File: src/sha1h_pkg.sv
// shared types, constants and state codes for the byte-stream sha-1 hasher
package sha1h_pkg;

    localparam int WORD_W   = 32;
    localparam int BYTE_W   = 8;
    localparam int NUM_CV   = 5;
    localparam int NUM_WIN  = 16;
    localparam int ROUNDS   = 80;
    localparam int ROUND_W  = 7;
    localparam int POS_W    = 6;
    localparam int CNT_W    = 61;
    localparam int LEN_IDX_W = 3;
    localparam int IDX_W    = 3;

    localparam logic [IDX_W-1:0]   LAST_IDX   = 3'd4;
    localparam logic [POS_W-1:0]   POS_LAST   = 6'd63;
    localparam logic [POS_W-1:0]   POS_LEN    = 6'd56;
    localparam logic [BYTE_W-1:0]  PAD_BYTE   = 8'h80;
    localparam logic [ROUND_W-1:0] ROUND_LAST = 7'd79;
    localparam logic [ROUND_W-1:0] STAGE1_START = 7'd20;
    localparam logic [ROUND_W-1:0] STAGE2_START = 7'd40;
    localparam logic [ROUND_W-1:0] STAGE3_START = 7'd60;

    typedef logic [NUM_CV-1:0][WORD_W-1:0] chain_t;

    localparam chain_t H_INIT = {
        32'hC3D2E1F0, 32'h10325476, 32'h98BADCFE, 32'hEFCDAB89, 32'h67452301
    };

    localparam logic [3:0][WORD_W-1:0] ROUND_K = {
        32'hCA62C1D6, 32'h8F1BBCDC, 32'h6ED9EBA1, 32'h5A827999
    };

    typedef struct packed {
        logic [7:0] data_byte;
        logic       byte_valid;
        logic       end_of_message;
    } in_word_t;

    typedef struct packed {
        logic [31:0] digest_word;
        logic [2:0]  word_index;
        logic        last_word;
        logic        length_error;
    } out_word_t;

    typedef struct packed {
        logic              init;
        logic              load;
        logic [BYTE_W-1:0] load_byte;
        logic              start;
    } cmd_t;

    typedef enum logic [1:0] {
        CS_IDLE,
        CS_ROUND,
        CS_ADD
    } cs_t;

    typedef enum logic [2:0] {
        ST_IDLE,
        ST_PAD,
        ST_LEN,
        ST_HASH,
        ST_OUT
    } st_t;

endpackage

File: src/sha1h_compress.sv
// block buffer, message schedule window and shared sha-1 round unit
module sha1h_compress (
    input  logic            clk,
    input  logic            rst_n,
    input  sha1h_pkg::cmd_t cmd,
    output logic            done,
    output sha1h_pkg::chain_t chain
);
    import sha1h_pkg::*;

    cs_t                 state_reg, state_next;
    logic [ROUND_W-1:0]  rnd_reg, rnd_next;
    chain_t              chain_reg;
    logic [WORD_W-1:0]   win_reg [NUM_WIN];
    logic [WORD_W-1:0]   a_reg, b_reg, c_reg, d_reg, e_reg;
    logic [WORD_W-1:0]   w_new;
    logic [WORD_W-1:0]   f_val;
    logic [WORD_W-1:0]   t_val;
    logic [1:0]          stage;

    assign chain = chain_reg;
    assign done  = (state_reg == CS_ADD);

    always_comb
    begin
        state_next = state_reg;
        rnd_next   = rnd_reg;
        unique case (state_reg)
            CS_IDLE:
            begin
                if (cmd.start)
                begin
                    state_next = CS_ROUND;
                    rnd_next   = '0;
                end
            end
            CS_ROUND:
            begin
                rnd_next = rnd_reg + 7'd1;
                if (rnd_reg == ROUND_LAST)
                begin
                    state_next = CS_ADD;
                end
            end
            CS_ADD:
            begin
                state_next = CS_IDLE;
            end
            default:
            begin
                state_next = CS_IDLE;
            end
        endcase
    end

    always_comb
    begin
        priority if (rnd_reg < STAGE1_START)
            stage = 2'd0;
        else if (rnd_reg < STAGE2_START)
            stage = 2'd1;
        else if (rnd_reg < STAGE3_START)
            stage = 2'd2;
        else
            stage = 2'd3;
    end

    always_comb
    begin
        unique case (stage)
            2'd0:    f_val = (b_reg & c_reg) | (~b_reg & d_reg);
            2'd2:    f_val = (b_reg & c_reg) | (b_reg & d_reg) | (c_reg & d_reg);
            default: f_val = b_reg ^ c_reg ^ d_reg;
        endcase
    end

    logic [WORD_W-1:0] w_mix;
    assign w_mix = win_reg[13] ^ win_reg[8] ^ win_reg[2] ^ win_reg[0];
    assign w_new = {w_mix[WORD_W-2:0], w_mix[WORD_W-1]};
    assign t_val = {a_reg[WORD_W-6:0], a_reg[WORD_W-1:WORD_W-5]} + f_val + e_reg
                 + win_reg[0] + ROUND_K[stage];

    always_ff @(posedge clk or negedge rst_n)
    begin
        if (!rst_n)
        begin
            state_reg <= CS_IDLE;
            rnd_reg   <= '0;
            chain_reg <= H_INIT;
        end
        else
        begin
            state_reg <= state_next;
            rnd_reg   <= rnd_next;
            if (cmd.init)
            begin
                chain_reg <= H_INIT;
            end
            else if (state_reg == CS_ADD)
            begin
                chain_reg[0] <= chain_reg[0] + a_reg;
                chain_reg[1] <= chain_reg[1] + b_reg;
                chain_reg[2] <= chain_reg[2] + c_reg;
                chain_reg[3] <= chain_reg[3] + d_reg;
                chain_reg[4] <= chain_reg[4] + e_reg;
            end
        end
    end

    // working variables
    always_ff @(posedge clk)
    begin
        if (cmd.start)
        begin
            a_reg <= chain_reg[0];
            b_reg <= chain_reg[1];
            c_reg <= chain_reg[2];
            d_reg <= chain_reg[3];
            e_reg <= chain_reg[4];
        end
        else if (state_reg == CS_ROUND)
        begin
            a_reg <= t_val;
            b_reg <= a_reg;
            c_reg <= {b_reg[1:0], b_reg[WORD_W-1:2]};
            d_reg <= c_reg;
            e_reg <= d_reg;
        end
    end

    // bytes shift in big-endian; rounds shift whole words
    always_ff @(posedge clk)
    begin
        if (cmd.load)
        begin
            for (int i = 0; i < NUM_WIN - 1; i++)
            begin
                win_reg[i] <= {win_reg[i][WORD_W-BYTE_W-1:0],
                               win_reg[i+1][WORD_W-1:WORD_W-BYTE_W]};
            end
            win_reg[NUM_WIN-1] <= {win_reg[NUM_WIN-1][WORD_W-BYTE_W-1:0], cmd.load_byte};
        end
        else if (state_reg == CS_ROUND)
        begin
            for (int i = 0; i < NUM_WIN - 1; i++)
            begin
                win_reg[i] <= win_reg[i+1];
            end
            win_reg[NUM_WIN-1] <= w_new;
        end
    end

`ifndef ASSERT_OFF
    a_start_idle: assert property (@(posedge clk) disable iff (!rst_n)
        cmd.start |-> state_reg == CS_IDLE)
        else $error("start while compression busy");
    a_no_load_busy: assert property (@(posedge clk) disable iff (!rst_n)
        cmd.load |-> state_reg == CS_IDLE)
        else $error("byte load during compression");
    a_add_after_last: assert property (@(posedge clk) disable iff (!rst_n)
        state_reg == CS_ADD |-> $past(rnd_reg) == ROUND_LAST)
        else $error("chain update not after final round");
`endif

endmodule

File: src/sha1_byte_stream_hasher.sv
// top level: byte intake, padding sequencer and digest output
//
// usage
// - input channel (in_valid / in_ready / in_data) takes one word per message byte;
//   byte_valid marks a real byte, end_of_message closes the message
// - output channel (out_valid / out_ready / out_data) gives five digest words,
//   word_index 0 to 4, last_word on the fifth, length_error if the bit count wrapped
// - one byte is taken per cycle; every 64th byte starts a compression that holds
//   in_ready low through its 80 rounds of the one round unit and the add
// - end of message: pad, zero and length bytes go in one per cycle outside compressions,
//   at most 72 bytes, with one or two compressions, then the five digest words
// - with a wrapped bit count no padding is done; five zero words with length_error follow
// - the output stays valid and held while out_ready is low; no new input is taken
//   until the fifth word is taken, then the hasher is ready for the next message
// - reset clears the sequencer, byte position, bit count and loads the initial chain
//   value; in_ready is high from reset on
module sha1_byte_stream_hasher (
    input  logic                 clk,
    input  logic                 rst_n,
    input  logic                 in_valid,
    output logic                 in_ready,
    input  sha1h_pkg::in_word_t  in_data,
    output logic                 out_valid,
    input  logic                 out_ready,
    output sha1h_pkg::out_word_t out_data
);
    import sha1h_pkg::*;

    st_t                   state_reg, state_next;
    st_t                   ret_reg, ret_next;
    logic [POS_W-1:0]      pos_reg, pos_next;
    logic [CNT_W-1:0]      cnt_reg, cnt_next;
    logic                  ovf_reg, ovf_next;
    logic                  pad_first_reg, pad_first_next;
    logic [LEN_IDX_W-1:0]  len_idx_reg, len_idx_next;
    logic [IDX_W-1:0]      widx_reg, widx_next;
    cmd_t                  cmd;
    logic                  done;
    chain_t                chain;
    logic [63:0]           bit_len;
    logic                  take;
    logic                  wrap;

    sha1h_compress u_compress (
        .clk   (clk),
        .rst_n (rst_n),
        .cmd   (cmd),
        .done  (done),
        .chain (chain)
    );

    assign bit_len = {cnt_reg, 3'b000};
    assign take    = in_data.byte_valid && !ovf_reg;
    assign wrap    = take && (&cnt_reg);

    always_comb
    begin
        state_next     = state_reg;
        ret_next       = ret_reg;
        pos_next       = pos_reg;
        cnt_next       = cnt_reg;
        ovf_next       = ovf_reg;
        pad_first_next = pad_first_reg;
        len_idx_next   = len_idx_reg;
        widx_next      = widx_reg;
        cmd            = '0;
        in_ready       = 1'b0;
        out_valid      = 1'b0;
        out_data.digest_word  = ovf_reg ? '0 : chain[widx_reg];
        out_data.word_index   = widx_reg;
        out_data.last_word    = (widx_reg == LAST_IDX);
        out_data.length_error = ovf_reg;

        unique case (state_reg)
            ST_IDLE:
            begin
                in_ready = 1'b1;
                if (in_valid)
                begin
                    pad_first_next = 1'b1;
                    if (take)
                    begin
                        cnt_next = cnt_reg + 61'd1;
                    end
                    if (wrap)
                    begin
                        ovf_next = 1'b1;
                    end
                    if (take && !wrap)
                    begin
                        cmd.load      = 1'b1;
                        cmd.load_byte = in_data.data_byte;
                        pos_next      = pos_reg + 6'd1;
                    end
                    priority if (in_data.end_of_message && (ovf_reg || wrap))
                    begin
                        state_next = ST_OUT;
                        widx_next  = '0;
                    end
                    else if (take && pos_reg == POS_LAST)
                    begin
                        cmd.start  = 1'b1;
                        state_next = ST_HASH;
                        ret_next   = in_data.end_of_message ? ST_PAD : ST_IDLE;
                    end
                    else if (in_data.end_of_message)
                    begin
                        state_next = ST_PAD;
                    end
                end
            end
            ST_PAD:
            begin
                if (!pad_first_reg && pos_reg == POS_LEN)
                begin
                    state_next   = ST_LEN;
                    len_idx_next = '0;
                end
                else
                begin
                    cmd.load       = 1'b1;
                    cmd.load_byte  = pad_first_reg ? PAD_BYTE : '0;
                    pad_first_next = 1'b0;
                    pos_next       = pos_reg + 6'd1;
                    if (pos_reg == POS_LAST)
                    begin
                        cmd.start  = 1'b1;
                        state_next = ST_HASH;
                        ret_next   = ST_PAD;
                    end
                end
            end
            ST_LEN:
            begin
                cmd.load      = 1'b1;
                cmd.load_byte = bit_len[(3'd7 - len_idx_reg) * 8 +: 8];
                pos_next      = pos_reg + 6'd1;
                len_idx_next  = len_idx_reg + 3'd1;
                if (pos_reg == POS_LAST)
                begin
                    cmd.start  = 1'b1;
                    state_next = ST_HASH;
                    ret_next   = ST_OUT;
                    widx_next  = '0;
                end
            end
            ST_HASH:
            begin
                if (done)
                begin
                    state_next = ret_reg;
                end
            end
            ST_OUT:
            begin
                out_valid = 1'b1;
                if (out_ready)
                begin
                    if (widx_reg == LAST_IDX)
                    begin
                        cmd.init   = 1'b1;
                        cnt_next   = '0;
                        ovf_next   = 1'b0;
                        pos_next   = '0;
                        state_next = ST_IDLE;
                    end
                    else
                    begin
                        widx_next = widx_reg + 3'd1;
                    end
                end
            end
            default:
            begin
                state_next = ST_IDLE;
            end
        endcase
    end

    always_ff @(posedge clk or negedge rst_n)
    begin
        if (!rst_n)
        begin
            state_reg     <= ST_IDLE;
            ret_reg       <= ST_IDLE;
            pos_reg       <= '0;
            cnt_reg       <= '0;
            ovf_reg       <= 1'b0;
            pad_first_reg <= 1'b0;
            len_idx_reg   <= '0;
            widx_reg      <= '0;
        end
        else
        begin
            state_reg     <= state_next;
            ret_reg       <= ret_next;
            pos_reg       <= pos_next;
            cnt_reg       <= cnt_next;
            ovf_reg       <= ovf_next;
            pad_first_reg <= pad_first_next;
            len_idx_reg   <= len_idx_next;
            widx_reg      <= widx_next;
        end
    end

`ifndef ASSERT_OFF
    a_one_side: assert property (@(posedge clk) disable iff (!rst_n)
        out_valid |-> !in_ready)
        else $error("input taken while digest pending");
    a_len_pos: assert property (@(posedge clk) disable iff (!rst_n)
        state_reg == ST_LEN |-> pos_reg == {3'b111, len_idx_reg})
        else $error("length bytes misplaced in block");
    a_out_aligned: assert property (@(posedge clk) disable iff (!rst_n)
        (state_reg == ST_OUT && !ovf_reg) |-> pos_reg == '0)
        else $error("digest emitted with partial block");
    a_widx_range: assert property (@(posedge clk) disable iff (!rst_n)
        out_valid |-> widx_reg <= LAST_IDX)
        else $error("digest word index out of range");
`endif

endmodule

File: config.mk
export PLATFORM = sky130hd
export DESIGN_NAME = sha1_byte_stream_hasher
export DESIGN_NICKNAME = d
export VERILOG_FILES = /design/src/sha1h_pkg.sv /design/src/sha1h_compress.sv /design/src/sha1_byte_stream_hasher.sv
export SDC_FILE = /design/constraint.sdc
export NUM_CORES = 2
export LEC_CHECK = 0
export ABC_AREA = 0
export BUFFER_PORTS_ARGS = -buffer_cell sky130_fd_sc_hd__buf_2
export CORE_MARGIN = 5
export CORE_UTILIZATION = 28
export CTS_CLUSTER_DIAMETER = 30
export DETAILED_ROUTE_END_ITERATION = 6
export PLACE_DENSITY = 0.41
export SLEW_MARGIN = 25
export SYNTH_ARGS = -nofsm -noshare
export SYNTH_HDL_FRONTEND = slang
export SYNTH_HIERARCHICAL = 1
export SYNTH_SLANG_ARGS = --single-unit
File: constraint.sdc
create_clock -name clk -period 17.3 [get_ports clk]
set_clock_uncertainty 0.15 [all_clocks]
set_input_delay 2.595 -clock clk [delete_from_list [all_inputs] [get_ports clk]]
set_output_delay 2.595 -clock clk [all_outputs]
set_load 0.02 [all_outputs]
[After elaboration in Yosys (flattened, before gate mapping)]
Memory sizes are Yosys's and may differ from the RTL's.
Cells that the tools add are included.
Operators by class
  $add $sub $neg: 15
  magnitude comparators: 5
  equality and inequality tests: 29
  shifts and indexed selects: 1
  mux-type cells: 105
  bitwise operators: 29
  reductions and logical operators: 33
Operators by type and width (number)
  32-bit two-way mux: 29
  160-bit two-way mux: 2
  32-bit adder: 9
  61-bit two-way mux: 4
  32-bit XOR: 5
  32-bit bitwise AND: 4
  61-bit one-hot mux with 2 select lines: 1
  32-bit binary-select mux with 3-bit select: 1
  32-bit OR: 3
  32-bit binary-select mux with 2-bit select: 1
  32-bit one-hot mux with 2 select lines: 1
  64-bit by 33-bit variable part select with 8-bit output: 1
  3-bit two-way mux: 21
  61-bit by 1-bit adder with 61-bit output, second input constant: 1
  61-bit AND reduction: 1
  2-bit inequality test, second input constant: 16
  32-bit NOT: 1
  6-bit two-way mux: 5
  10-bit one-hot mux with 3 select lines: 1
  6-bit one-hot mux with 4 select lines: 1
  1-bit two-way mux: 21
  10-bit two-way mux: 2
  3-bit one-hot mux with 3 select lines: 2
  1-bit OR: 16
  39 further kinds: 68
Word-level totals
  register bits after elaboration: 410
  bits in writable memories: 512
  input port bits: 14
  output and inout port bits: 39
  memories kept: 1
Memory list
  u_compress.win_reg: depth 16, width 32, rd ports 16, clocked after memory_dff 0, wr ports 16, RTL line sha1h_compress.sv:14  | logic [WORD_W-1:0] win_reg [NUM_WIN];

[Logic depth before layout (Yosys ltp)]
  depth after elaboration: 12
  depth in mapped cells: 28

[By module]
Netlist, hierarchy kept.
Modules (own cells, without submodules)
  sha1h_compress: instances 1, cells an instance 4222, area each 48965.7 sq um, sequential area each 24508.5 sq um
  sha1_byte_stream_hasher: instances 1, cells an instance 678, area each 6434.9 sq um, sequential area each 2001.9 sq um

[Worst setup path before layout]
OpenSTA, ideal clock, no wires.
  path type: input port to flip-flop
  start: input in_valid
  end: memory u_compress.win_reg[0][0], enable pin
  library setup time: 0.971 ns
  data arrival time: 16.410 ns
  slack: -0.231 ns
  stages: 8
  path buffers: 3
  cells stage by stage: and3b_1 > nand2_1 > a21oi_2 > or2_1 > clkbuf_1 > clkbuf_1 > clkbuf_1 > nand2b_1
RTL lines
  from (decl): RTL line sha1_byte_stream_hasher.sv:20  | input logic in_valid,
  to (decl): RTL line sha1h_compress.sv:14

[Worst setup path after layout]
  start: register u_compress.rnd_reg[5]
  end: register u_compress.a_reg[31] (data pin)
Between the ends
  word-level cells in the longest chain between the ends: 12
RTL lines
  from (decl): RTL line sha1h_compress.sv:12  | logic [ROUND_W-1:0] rnd_reg, rnd_next;
  from (signal assigned): RTL line sha1h_compress.sv:94  | rnd_reg <= rnd_next;
  7-bit by 6-bit less-than comparator with 1-bit output: RTL line sha1h_compress.sv:62  | else if (rnd_reg < STAGE3_START)
  1-bit two-way mux: RTL line sha1h_compress.sv:62
  2-bit two-way mux: RTL line sha1h_compress.sv:60  | else if (rnd_reg < STAGE2_START)
  2-bit two-way mux *: RTL line sha1h_compress.sv:58  | priority if (rnd_reg < STAGE1_START)
  2-bit equality test or 2-bit logical NOT (tied branches): RTL line sha1h_compress.sv:70  | unique case (stage)
  32-bit one-hot mux with 2 select lines: RTL line sha1h_compress.sv:70
  32-bit adder (2 in series): RTL line sha1h_compress.sv:80  | assign t_val = {a_reg[WORD_W-6:0], a_reg[WORD_W-1:WORD_W-5]} + f_val + e_reg
  32-bit adder: RTL line sha1h_compress.sv:81  | + win_reg[0] + ROUND_K[stage];
  32-bit adder *: RTL line sha1h_compress.sv:81
  32-bit two-way mux *: RTL line sha1h_compress.sv:121  | else if (state_reg == CS_ROUND)
  32-bit two-way mux *: RTL line sha1h_compress.sv:113  | if (cmd.start)
  to (signal assigned): RTL line sha1h_compress.sv:115  | a_reg <= chain_reg[0];
  to (signal assigned): RTL line sha1h_compress.sv:123  | a_reg <= t_val;
  to (decl): RTL line sha1h_compress.sv:15  | logic [WORD_W-1:0] a_reg, b_reg, c_reg, d_reg, e_reg;
Mark *: on every way between the ends. The rest lies on a longest branch, timed or not. The select of a mux whose other input is x is not followed.
A chain may end at the register's enable or synchronous reset.

==> impl_metrics.ini <==
[status]
status = finished clean

[layout]
post-route-util = 0.3464
drive_above_1_share = 0.2295
fin_nets = 5434
area.growth.synth_to_final_pct = 23.18
layout.filler_cells = 19810
finish.cell_count_without_fillers = 7960
largest_reg_flops = 512

[synth]
main_combinational_cell_family_by_area_after_synthesis = multiplexers
synth_top_flop_cell = edfxtp_1
yosys.area_share.xor_xnor = 0.04411
yosysUniqueCellTypes = 104
ys_seq_area_frac = 0.4785
ys_warn_count = 6
flops_latches_synth = 921
syn-num-nets = 5244
synth-adder-area-share = 0.09165
synth_compound_gate_area_share = 0.1239
syn_inst = 4900
synth_enable_flop_cells = 672
syn-mean-instance-area_um2 = 11.31
yosys.area_share.simple = 0.09621
post_synth_instance_area_um2 = 55400
ys_async_sr_fraction = 0.2704
yosys-mux-area-fraction = 0.1240

[clock_tree]
clk_root_buffer_cell = clkbuf_16
postCtsResizedCells = 0
cts_made_buffers = 302
cts.clk_slew.worst_paths_ns = 0.04
post_cts.repair.setup_buffers = 0
clock_sink_count = 921
clk-insertion-delay-late_ns = 0.89
cts_hold_buf = 0
cts.htree.levels = 5
clk_path_buf_depth = 4
cts_tree = built

[critical_path]
crit_path_top_delay_cell = buf_4
critical_path_required_ns = 17.69
crit_type = flop to flop
cp-end-kind = flop
crit_path_frequent_cell = inv_1
worstSetupStartpointType = flop
worstPathArrival_ns = 8.10
cp_max_stage_delay_ns = 0.59
cp_max_fo = 69

[timing]
drv_slew = 0
rsz_0062_raised_after_global_routing = no
period_share = 0.4454
max_slew.worst_pin.slew_ns = 1.056
finalWorstPathRequiredPeriod_ns = 7.705
max_freq_ghz = 0.1298
setup-tns-final_ns = 0
setup_viol_count_final = 0
hold_slack_ns = 0.3607
timing.slew.headroom = 0.2955
hold_violation_total_from_the_final_report = 0

[placed_design]
io_buffers = 52
globalplace.congestion = 0.8331
post-place-cells = 7426
place_hpwl_um = 122900

[floorplanning]
die_extent_in_y_um = 454.8
std_cell_rows = 163
design.die.area_um2 = 206900
die_x_um = 454.8
io_pins = 53
start_util = 0.2812
core_region_area_um2 = 197000

[route]
finalWirelength_um = 175000
via_to_cell_ratio = 4.949
routedLengthMet1_um = 82540
avgRoutedWirePerCell_um = 21.98
route.top_layer_used = met4
number_of_drc_violations_after_detailed_routing_iteration_0 = 2694
detail_route.drc_violations = 0
drt-pass1-iter-count = 5
wl_met2_um = 79670
number_of_vias_after_detailed_routing = 39400
ant_nets = 0
route.met3.wl_um = 8536

[grt]
first_global_vias = 40520
grt_max_degree = 172
initial_antenna_violation_count = 1
track_usage = 0.1662
grt_pass1_wl_um = 262000
grt_overflow = 0

[min_path]
min_path_type = flop to flop

[job]
timing.max_cap.violations = 0
-- placed cells by master, fill, tap and decap left out, types with 42 or more instances in the layout --
master / synthesis / layout
mux2_2: 477 / 477
nand3_1: 80 / 80
a21oi_1: 236 / 236
nand2_1: 481 / 480
nand4_1: 44 / 44
inv_1: 376 / 374
a21o_1: 103 / 103
mux4_2: 44 / 44
a211oi_1: 44 / 44
ha_1: 205 / 205
buf_4: 3 / 53
nor2_1: 202 / 200
fa_1: 125 / 125
clkbuf_1: 198 / 59
o211ai_1: 52 / 52
clkinv_1: 1 / 42
o21ai_0: 370 / 370
dfstp_2: 80 / 80
and3_1: 50 / 50
mux2i_1: 47 / 47
edfxtp_1: 672 / 672
xnor2_1: 192 / 192
buf_2: 8 / 51
xor2_1: 87 / 87
dfrtp_1: 169 / 166
clkinv_2: 0 / 44
clkbuf_16: 0 / 310
-- routing by layer --
metal / global-route usage / up-vias
met3: 0.03077 / 294
met1: 0.2336 / 19740
met5: 0 / -
met2: 0.2609 / 1006
met4: 0.04945 / 0
li1: - / 18360
-- area by class of cell --
cell class | count | area (µm²) | area share
inverter | 380 | 1433 | 0.02099
antenna | 3 | 7.507 | 0.0001100
timing repair buffer | 108 | 719.4 | 0.01054
multi-input combinational | 3377 | 26650 | 0.3906
sequential | 921 | 26510 | 0.3885
clock buffer | 399 | 8392 | 0.1230
clock inverter | 132 | 1220 | 0.01788
tap | 2640 | 3303 | 0.04840
-- cells in the mapped netlist, types with 44 or more instances --
library cell    n  area, µm²
o211ai_1       52      390.4
a21oi_1       236       1181
mux4_2         44      991.0
dfstp_2        80       2102
mux2i_1        47      470.5
mux2_2        477       5371
nor2_1        202      758.2
and3_1         50      312.8
xnor2_1       192       1682
fa_1          125       2502
a21o_1        103      773.2
a211oi_1       44      330.3
clkbuf_1      198      743.2
inv_1         376       1411
ha_1          205       2565
edfxtp_1      672      20180
o21ai_0       370       1852
nand4_1        44      275.3
nand2_1       481       1805
dfrtp_1       169       4229
nand3_1        80      400.4
xor2_1         87      762.0
-- stage by stage --
step | worst slack (ns) | cell area, µm²
after global placement | 9.746 | 58600
final | 9.595 | 68240
after floorplan | 5.797 | 55400
after detailed placement | 9.712 | 58620
after CTS | 9.614 | 68230
after global routing | 9.240 | 68240
-- worst paths after layout --
check / start / endpoint / slack (ns) / cells after the start
min reg2reg: u_compress/chain[0]$_DFFE_PN1P_ / u_compress/chain[0]$_DFFE_PN1P_ / 0.36 / 2
min: u_compress/chain[0]$_DFFE_PN1P_ / u_compress/chain[0]$_DFFE_PN1P_ / 0.36 / 2
max reg2reg: u_compress/rnd_reg[5]$_DFFE_PN0P_ / u_compress/a_reg[31]$_DFFE_PP_ / 9.59 / 27
max: u_compress/rnd_reg[5]$_DFFE_PN0P_ / u_compress/a_reg[31]$_DFFE_PP_ / 9.59 / 27
max in group asynchronous: rst_n / cnt_reg[46]$_DFFE_PN0P_ / 12.88 / 4
min in group asynchronous: rst_n / u_compress/chain[155]$_DFFE_PN0P_ / 1.58 / 1
-- cell families (layout without fill, tap and decap cells) --
kind of cell,count (synthesis),count (layout)
simple gates,1097,1097
compound gates,1100,1100
fa+ha+maj,331,331
other cells,0,3
xor+xnor,279,279
buf+inv,602,1019
mux,570,570
flops,921,921
-- critical path: cells and delay by family, from the launching register on --
kind | cells | cell delay [ns]
AOI/OAI and AO/OA | 10 | 2.07
xor gates and xnor gates | 1 | 0.18
adders and majority gates | 7 | 2.50
buffers and inverters | 8 | 1.86
DFF | 1 | 0.42
and+or+nand+nor | 1 | 0.13
Power is not shown: default switching activity piles up to over one toggle a cycle in this logic, so the estimate is an artifact.
